### src/rtl/core/rgbhe_pkg.sv
// ----------------------------------------------------------------------------
// rgbhe_pkg
// Shared types, constants and helpers for the per-channel histogram equalizer.
// ----------------------------------------------------------------------------
package rgbhe_pkg;

    localparam int MAX_PIXELS = 1048576;
    localparam int LEVELS     = 256;
    localparam int NCHAN      = 3;
    localparam int NBINS      = 256;
    localparam int BIN_AW     = $clog2(NBINS);
    localparam int PIX_W      = $clog2(MAX_PIXELS + 1);
    localparam int QUO_W      = 8;
    localparam int NUM_W      = PIX_W + QUO_W;
    localparam int STEP_W     = $clog2(QUO_W);

    typedef enum logic [1:0] {
        FUNC_CLEAR = 2'd0,
        FUNC_COUNT = 2'd1,
        FUNC_MAP   = 2'd2,
        FUNC_NONE  = 2'd3
    } func_t;

    typedef enum logic [3:0] {
        S_CLR,
        S_IDLE,
        S_CNT_RD,
        S_CNT_WR,
        S_BLD_RD,
        S_BLD_ACC,
        S_BLD_DIV,
        S_BLD_WR,
        S_MAP_RD,
        S_MAP_OUT
    } state_t;

    typedef struct packed {
        logic capture;
        logic clr_start;
        logic clr_write;
        logic cnt_read;
        logic cnt_write;
        logic bld_start;
        logic bld_read;
        logic bld_acc;
        logic bld_div;
        logic bld_write;
        logic map_read;
        logic map_out;
    } cmd_t;

    typedef struct packed {
        func_t func;
        logic  full;
        logic  ready;
        logic  addr_last;
        logic  step_zero;
        logic  out_free;
    } status_t;

    // clamp a channel value to the top level
    function automatic logic [7:0] clamp_level(logic [7:0] v);
        logic [7:0] r;
        r = v;
        if ({24'd0, v} > LEVELS - 1)
            r = 8'(LEVELS - 1);
        return r;
    endfunction

endpackage

### src/rtl/core/rgbhe_ctrl.sv
// ----------------------------------------------------------------------------
// rgbhe_ctrl
// Sequencer: clear sweep, count read-modify-write, table build, remap lookup.
// ----------------------------------------------------------------------------
module rgbhe_ctrl
    import rgbhe_pkg::*;
(
    input  logic    clk,
    input  logic    rst_n,
    input  logic    item_valid,
    output logic    item_stall,
    input  status_t status,
    output cmd_t    cmd
);

    state_t state_reg;
    state_t state_next;

    // hold state
    always_ff @(posedge clk or negedge rst_n)
    begin
        if (!rst_n)
            state_reg <= S_CLR;
        else
            state_reg <= state_next;
    end

    // next state
    always_comb
    begin
        state_next = state_reg;
        unique case (state_reg)
            S_CLR:
            begin
                if (status.addr_last)
                    state_next = S_IDLE;
            end
            S_IDLE:
            begin
                if (item_valid)
                begin
                    unique case (status.func)
                        FUNC_CLEAR: state_next = S_CLR;
                        FUNC_COUNT: state_next = status.full ? S_IDLE : S_CNT_RD;
                        FUNC_MAP:   state_next = status.ready ? S_MAP_RD : S_BLD_RD;
                        default:    state_next = S_IDLE;
                    endcase
                end
            end
            S_CNT_RD:  state_next = S_CNT_WR;
            S_CNT_WR:  state_next = S_IDLE;
            S_BLD_RD:  state_next = S_BLD_ACC;
            S_BLD_ACC: state_next = S_BLD_DIV;
            S_BLD_DIV:
            begin
                if (status.step_zero)
                    state_next = S_BLD_WR;
            end
            S_BLD_WR:  state_next = status.addr_last ? S_MAP_RD : S_BLD_RD;
            S_MAP_RD:  state_next = S_MAP_OUT;
            S_MAP_OUT:
            begin
                if (status.out_free)
                    state_next = S_IDLE;
            end
            default:   state_next = S_IDLE;
        endcase
    end

    // commands
    always_comb
    begin
        cmd        = '0;
        item_stall = (state_reg != S_IDLE);
        unique case (state_reg)
            S_CLR:     cmd.clr_write = 1'b1;
            S_IDLE:
            begin
                if (item_valid)
                begin
                    cmd.capture = 1'b1;
                    if (status.func == FUNC_CLEAR)
                        cmd.clr_start = 1'b1;
                    if (status.func == FUNC_MAP && !status.ready)
                        cmd.bld_start = 1'b1;
                end
            end
            S_CNT_RD:  cmd.cnt_read  = 1'b1;
            S_CNT_WR:  cmd.cnt_write = 1'b1;
            S_BLD_RD:  cmd.bld_read  = 1'b1;
            S_BLD_ACC: cmd.bld_acc   = 1'b1;
            S_BLD_DIV: cmd.bld_div   = 1'b1;
            S_BLD_WR:  cmd.bld_write = 1'b1;
            S_MAP_RD:  cmd.map_read  = 1'b1;
            S_MAP_OUT: cmd.map_out   = status.out_free;
            default:   cmd = '0;
        endcase
    end

endmodule

### config.mk
export PLATFORM = sky130hd
export DESIGN_NAME = rgbhe_ctrl
export DESIGN_NICKNAME = d
export VERILOG_FILES = /design/src/rtl/core/rgbhe_pkg.sv /design/src/rtl/core/rgbhe_ctrl.sv
export SDC_FILE = /design/constraint.sdc
export NUM_CORES = 1
export LEC_CHECK = 0
export BUFFER_PORTS_ARGS = -buffer_cell sky130_fd_sc_hd__clkbuf_2
export CAP_MARGIN = 10
export CORE_AREA = 2 2 39 41
export CTS_CLUSTER_SIZE = 16
export DETAILED_ROUTE_END_ITERATION = 12
export DIE_AREA = 0 0 41 43
export PLACE_DENSITY = 0.69
export SYNTH_ARGS = -nofsm -noshare
export SYNTH_HDL_FRONTEND = slang
export SYNTH_SLANG_ARGS = --single-unit
### constraint.sdc
create_clock -name clk -period 3 [get_ports clk]
set_input_delay 0.3 -clock clk [delete_from_list [all_inputs] [get_ports clk]]
set_output_delay 0.3 -clock clk [all_outputs]
set_load 0.005 [all_outputs]
==> metrics.md, run 1 <==
| Metric | Value |
|---|---|
| Postcts setup bufs | 0 |
| Synth Area per Inst | 8.49 um^2 |
| Worst-path fanout max | 12 |
| Metal2 WL | 527 um |
| CP Cell Sequence | nor2b_1 -> nand4b_1 -> nor3b_1 -> clkbuf_2 |
| Sum Neg Setup Slack | 0 ns |
| Antenna Nets Post-Route | 0 |
| Area grow syn2layout | 25.3% |
| Layout fillers | 144 |
| Main combinational cell family by area after synthesis | simple AND/OR/NAND/NOR gates |
| Final Hold Fails | 0 |
| M1 WL | 469 um |
| Boundary Pins | 23 |
| WL final | 1.09 mm |
| Final net count | 90 |
| Routed length per instance | 11.6 um |
| First-pass GRT wire length | 1.61 mm |
| Highest Clock Rate | 0.468 GHz |
| DRT Pass-1 Iters | 4 |
| Width of the chip | 41 um |
| Hold Path Origin | status[0] |
| WHS Endpoint | state_reg[3] |
| Unique masters post-synth | 29 |
| YS warnings | 0 |
| Post-synth EDFFs | 0 |
| DRC | 0 |
| Gr ovfl total | 0 |
| Port bufs | 22 |
| CTS Buf Count | 3 |
| Post-synth top area cell | dfrtp_1 |
| DR top layer | met3 |
| Final count of negative-setup-slack endpoints | 0 |
| Gates resized, CTS repair | 0 |
| Synthesized Nets | 67 |
| FF/Latch Area | 100 um^2 |
| Power Density | 566 nW/um^2 |
| Max reg flops | 4 |
| Asr flop ratio synth | 1.00 |
| CTS H-tree lvls | 1 |
| DP HPWL | 877 um |
| CP peak stage delay | 0.59 ns |
| Post-Synth XOR/XNOR Area | 0.0181 |
| Fraction of layout cells with a size suffix above 1 | 0.372 |
| Largest net degree at the start of global routing | 14 |
| Most frequent cell after synthesis | nor2_1 |
| Setup slack, reg-to-reg | 1.33 ns |
| Final Cycle Share | 0.712 |
| Mapped Cells | 57 |
| Layout Skew | 0.0000450 ns |
| Core footprint | 1380 um^2 |
| Ys flop type | dfrtp_1 |
| Outcome | finished, final reports clean |
| Design area | 607 um^2 |
| CP max-delay cell | dfrtp_1 |
| Area taken by multi-input logic gates | 340 um^2 |
| # diodes | 0 |
| Clock Latency Late Sink | 0.23 ns |
| Clk sink count | 4 |
| Leakage | 0.294 nW |
| Die Ht | 43 um |
| Worst rel slew slack | 0.702 |
| RD Place Congestion | 0.814 |
| Top Family by Delay on Critical Path | simple AND/OR/NAND/NOR gates |
| Worst Reg-to-Reg Cells | 4 |
| Netlist Area Pre-Place | 484 um^2 |
| Reg-to-Reg Start | state_reg[0] |
| Via count | 496 |
| Crit path launch type | register |
| Synth Area in Adders | 0 |
| Sequential fraction of the synthesis area | 0.207 |
| Slew Limit Fails | 0 |
| Die ar. | 1760 um^2 |
| Maximum vdd ir drop | 0.339 mV |
| Post-synthesis mux area share | 0 |
| Largest cells by area after synthesis | dfrtp_1 21%, nor2b_1 5.2%, nor3_1 5.2% |
| Vias in the first global route | 380 |
| Synth Area in Simple Gates | 0.499 |
| Area fraction of the dominant cell type after synthesis | 0.207 |
| Placement Cell Area | 574 um^2 |
| Reg clk slew, reported paths | 0.04 ns |
| Drt initial violations | 12 |
| Cell depth of the worst min-delay path | 2 |
| FF-to-FF End | state_reg[3] |
| WP buf/inv | 1 |
| Gr usage total | 0.136 |
| CTS tree | built |
| Vias per cell | 5.28 |
| RSZ-0062 raised after global routing | no |
| Initial Utilization | 0.350 |
| CP Data Required Time | 2.70 ns |
| Tmin final | 2.13 ns |
| Met3 WL | 94 um |
| Num rows | 14 |
| Commonest cells in the synthesized netlist | 6 x nor2_1, 5 x nor3_1, 4 x dfrtp_1, 4 x nor2b_1 |
| Hold buffer count at CTS | 1 |
| Max-cap violation count | 0 |
| Worst Hold Class | in2reg |
| Crit. End Element | output pin |
| Worst path arrival time | 1.83 ns |
| Root buf cell | clkbuf_4 |
| Initial antenna violation count | 0 |
| Clock Path Buffers | 2 |
| Seq cells post-synth | 4 |
| Actual slew at the worst max-slew pin | 0.446 ns |
| Compound-Gate Fraction of Synth Area | 0.186 |
| Crit Path Class | reg2out |
per-stage QoR:
step / power [mW] / util / hold WS (ns) / worst slack (ns) / cells
2_1_floorplan: 0.248 / - / 0.00441 / 1.59 / 57
3_3_place_gp: 0.276 / 0.415 / 0.108 / 1.15 / 90
3_5_place_dp: 0.280 / 0.415 / 0.110 / 1.10 / 90
4_1_cts: 0.351 / 0.439 / 0.249 / 0.851 / 94
5_1_grt: 0.372 / 0.439 / 0.267 / 0.753 / 94
6_report: 0.344 / 0.439 / 0.255 / 0.865 / 94
cell type report:
type	instances	share of cell area
inverter	1	0.00619
tap	16	0.0330
multi-input combinational	47	0.561
clock buffer	3	0.0371
timing repair buffer	23	0.198
sequential	4	0.165
layout by cell type (no fill, tap or decap), drive strengths merged, types with 2 or more instances in the layout:
master   instances
nor2             6
clkbuf          25
nand2b           2
o21bai           2
o2bb2ai          2
dfrtp            4
nor3b            3
nor2b            4
nor3             5
and3             3
a21oi            2
nand2            3
nor4             3
a21o             2
routing by layer:
| layer | track usage | vias up |
|---|---|---|
| met5 | 0 | - |
| met4 | 0.0600 | 0 |
| met3 | 0.0314 | 0 |
| met2 | 0.184 | 18 |
| met1 | 0.198 | 224 |
| li1 | - | 254 |
where the power goes:
| group | total (mW) | switching [mW] | internal [mW] |
|---|---|---|---|
| sequential | 0.106 | 0.0411 | 0.0648 |
| combinational | 0.171 | 0.0821 | 0.0893 |
| clock | 0.0662 | 0.0215 | 0.0447 |
| total | 0.344 | 0.145 | 0.199 |
logic make-up after synthesis:
group | count (synthesis)
xor gates and xnor gates | 1
and+or+nand+nor | 34
DFF | 4
AOI/OAI and AO/OA | 12
buffers and inverters | 6
worst max path at each step:
stage	startpoint	end	slack (ns)	depth (start not counted)
after floorplan	state_reg[3]	cmd[10]	1.59	4
after global placement	state_reg[0]	cmd[6]	1.15	4
after detailed placement	state_reg[0]	cmd[6]	1.10	4
after CTS	state_reg[0]	cmd[6]	0.85	4
after global routing	state_reg[0]	cmd[6]	0.75	4
final	state_reg[0]	cmd[6]	0.87	4
No activity file was read; power rests on OpenSTA's default activity.
==> run 2, diff against run 1 <==
Settings changed: ABC_AREA set to 1, PLACE_DENSITY 0.69 to 0.62.
Clock period 3 ns to 2.1 ns, I/O delays scaled along.
==> metrics.md, run 2 <==
| Metric | Value |
|---|---|
| Outcome | finished, final reports clean |
| First-pass GRT wire length | 1.66 mm |
| Max-cap violation count | 0 |
| Worst Reg-to-Reg Cells | 8 |
| Tmin final | 1.61 ns |
| DP HPWL | 881 um |
| Gr ovfl total | 0 |
| Ys flop type | dfrtp_1 |
| Initial Utilization | 0.282 |
| Die Ht | 43 um |
| Most common cell after layout, fill and taps aside | clkbuf_2 |
| Largest net degree at the start of global routing | 8 |
| Port bufs | 22 |
| CTS tree | built |
| Gates resized, CTS repair | 0 |
| Postcts setup bufs | 0 |
| Final count of negative-setup-slack endpoints | 0 |
| Boundary Pins | 23 |
| Reg clk slew, reported paths | 0.04 ns |
| Crit Path Class | reg2out |
| YS warnings | 0 |
| Crit path launch type | register |
| WHS Endpoint | state_reg[0] |
| Setup slack, reg-to-reg | 0.79 ns |
| Vias per cell | 4.51 |
| Post-synth EDFFs | 0 |
| Worst Hold Class | in2reg |
| WL final | 1.07 mm |
| Placement Cell Area | 520 um^2 |
| Slew Limit Fails | 0 |
| # diodes | 0 |
| Layout fillers | 159 |
| Fraction of layout cells with a size suffix above 1 | 0.348 |
| Routed length per instance | 9.88 um |
| Sw power | 0.355 mW |
| Initial antenna violation count | 0 |
| Synth Area per Inst | 5.91 um^2 |
| Final worst-path setup slack | 0.491 ns |
| Hold Path Origin | item_valid |
| Root buf cell | clkbuf_4 |
| Unique masters post-synth | 18 |
| Place WS | 0.724 ns |
| Maximum vdd ir drop | 0.350 mV |
| Fin cells | 108 |
| Sequential fraction of the synthesis area | 0.256 |
| Final Cycle Share | 0.766 |
| Leakage | 0.350 nW |
| Area taken by multi-input logic gates | 238 um^2 |
| Sequential share of power | 0.213 |
| Cell depth of the worst min-delay path | 4 |
| FF/Latch Area | 100 um^2 |
| Worst-path fanout max | 5 |
| Gr usage total | 0.143 |
| Largest cells by area after synthesis | dfrtp_1 26%, nand2_1 15%, nor2_1 13% |
| Placed Cells | 104 |
| Worst rel slew slack | 0.811 |
| Core footprint | 1380 um^2 |
| Width of the chip | 41 um |
| Highest Clock Rate | 0.622 GHz |
| Vias in the first global route | 442 |
| Most frequent cell after synthesis | nand2_1 |
| Drt initial violations | 11 |
| Area fraction of the dominant cell type after synthesis | 0.256 |
| Final net count | 104 |
| Asr flop ratio synth | 1.00 |
| DRT Pass-1 Iters | 3 |
| Area grow syn2layout | 41.7% |
| Max reg flops | 4 |
| Final Hold Fails | 0 |
| Clk sink count | 4 |
| Num rows | 14 |
| RD Place Congestion | 0.793 |
| CP Cell Sequence | inv_1 -> nand2_2 -> nor2_4 -> inv_2 -> nor4_1 -> clkbuf_2 |
| Commonest cells in the synthesized netlist | 16 x nand2_1, 13 x nor2_1, 12 x inv_1 |
| Sum Neg Setup Slack | 0 ns |
| Seq cells post-synth | 4 |
| CP max-delay cell | dfrtp_1 |
| Hold buffer count at CTS | 1 |
| Sw Share | 0.510 |
| Mapped Cells | 66 |
| Power Density | 1260 nW/um^2 |
| RSZ-0062 raised after global routing | no |
| Clock Path Buffers | 2 |
| Die ar. | 1760 um^2 |
| Clock Latency Late Sink | 0.23 ns |
| CTS H-tree lvls | 1 |
| Actual slew at the worst max-slew pin | 0.281 ns |
| CP peak stage delay | 0.38 ns |
| Cell Int Power | 0.341 mW |
| Worst path arrival time | 1.40 ns |
| Layout Skew | 0.000520 ns |
| CTS Buf Count | 3 |
| FF-to-FF End | state_reg[0] |
| Combinational share of power | 0.654 |
| Most frequent cells in the layout | 22 x clkbuf_2, 16 x nand2_1, 13 x nor2_1, 12 x inv_1, 5 x nand3_1 |
| Netlist Area Pre-Place | 390 um^2 |
| Design area | 553 um^2 |
| Reg-to-Reg Start | state_reg[1] |
| Clk pwr share | 0.132 |
| DRC | 0 |
| Crit. End Element | output pin |
| Via count | 487 |
| Antenna Nets Post-Route | 0 |
| Post-synth top area cell | dfrtp_1 |
| Synthesized Nets | 76 |
| CP Data Required Time | 1.89 ns |
run 2: cell count changes after synthesis, moves of 4 or more:
cell / delta
nand2_1: +13
inv_1: +11
nor2_1: +7
nand3_1: +5
nor2b_1: -4
nor3_1: -4
run 2: cells by family after synthesis:
| logic type | synth area share |
|---|---|
| AOI/OAI and AO/OA | 0.0769 |
| buffers and inverters | 0.135 |
| DFF | 0.256 |
| and+or+nand+nor | 0.532 |
run 2: area by class of cell:
cell class              count  area share
multi-input cells          48       0.430
repair buffers             23       0.217
flip-flops and latches      4       0.181
inverters                  14      0.0950
clock buffers               3      0.0407
well taps                  16      0.0362
run 2: worst max-delay path by stage:
stage,to,slack [ns],cells after the start,start
3_5_place_dp,cmd[10],0.72,6,state_reg[1]
6_report,cmd[10],0.49,6,state_reg[1]
3_3_place_gp,cmd[10],0.76,6,state_reg[1]
5_1_grt,cmd[10],0.34,6,state_reg[1]
2_1_floorplan,cmd[10],0.88,5,state_reg[1]
4_1_cts,cmd[10],0.48,6,state_reg[1]
run 2: critical path, delay by kind of cell (launching register included):
kind | cells | cell delay [ns]
and+or+nand+nor | 3 | 0.43
buffers and inverters | 3 | 0.36
DFF | 1 | 0.38
run 2: through the flow:
step                      total power [mW]  hold WS (ns)  utilization
after floorplan                      0.462       -0.0856            -
after global placement               0.597        0.0190        0.376
after detailed placement             0.603        0.0192        0.376
after CTS                            0.702         0.291        0.400
after global routing                 0.777         0.331        0.400
final                                0.697         0.295        0.400
run 2: power groups by stage:
| stage | logic [mW] | registers, mW | clock network (mW) |
|---|---|---|---|
| detailed placement | 0.455 | 0.148 | 0 |
| finish | 0.456 | 0.149 | 0.0921 |
| global route | 0.525 | 0.154 | 0.0981 |
| CTS | 0.460 | 0.147 | 0.0945 |
| floorplan | 0.321 | 0.140 | 0 |
| global placement | 0.451 | 0.146 | 0 |
run 2: routing by layer:
metal	GRT usage	vias up	share of wire	routed length, um
li1	-	259	-	-
met1	0.161	214	0.45	485
met5	0	-	0	0
met3	0.0314	0	0.054	58
met4	0.0800	0	0	0
met2	0.231	14	0.49	523
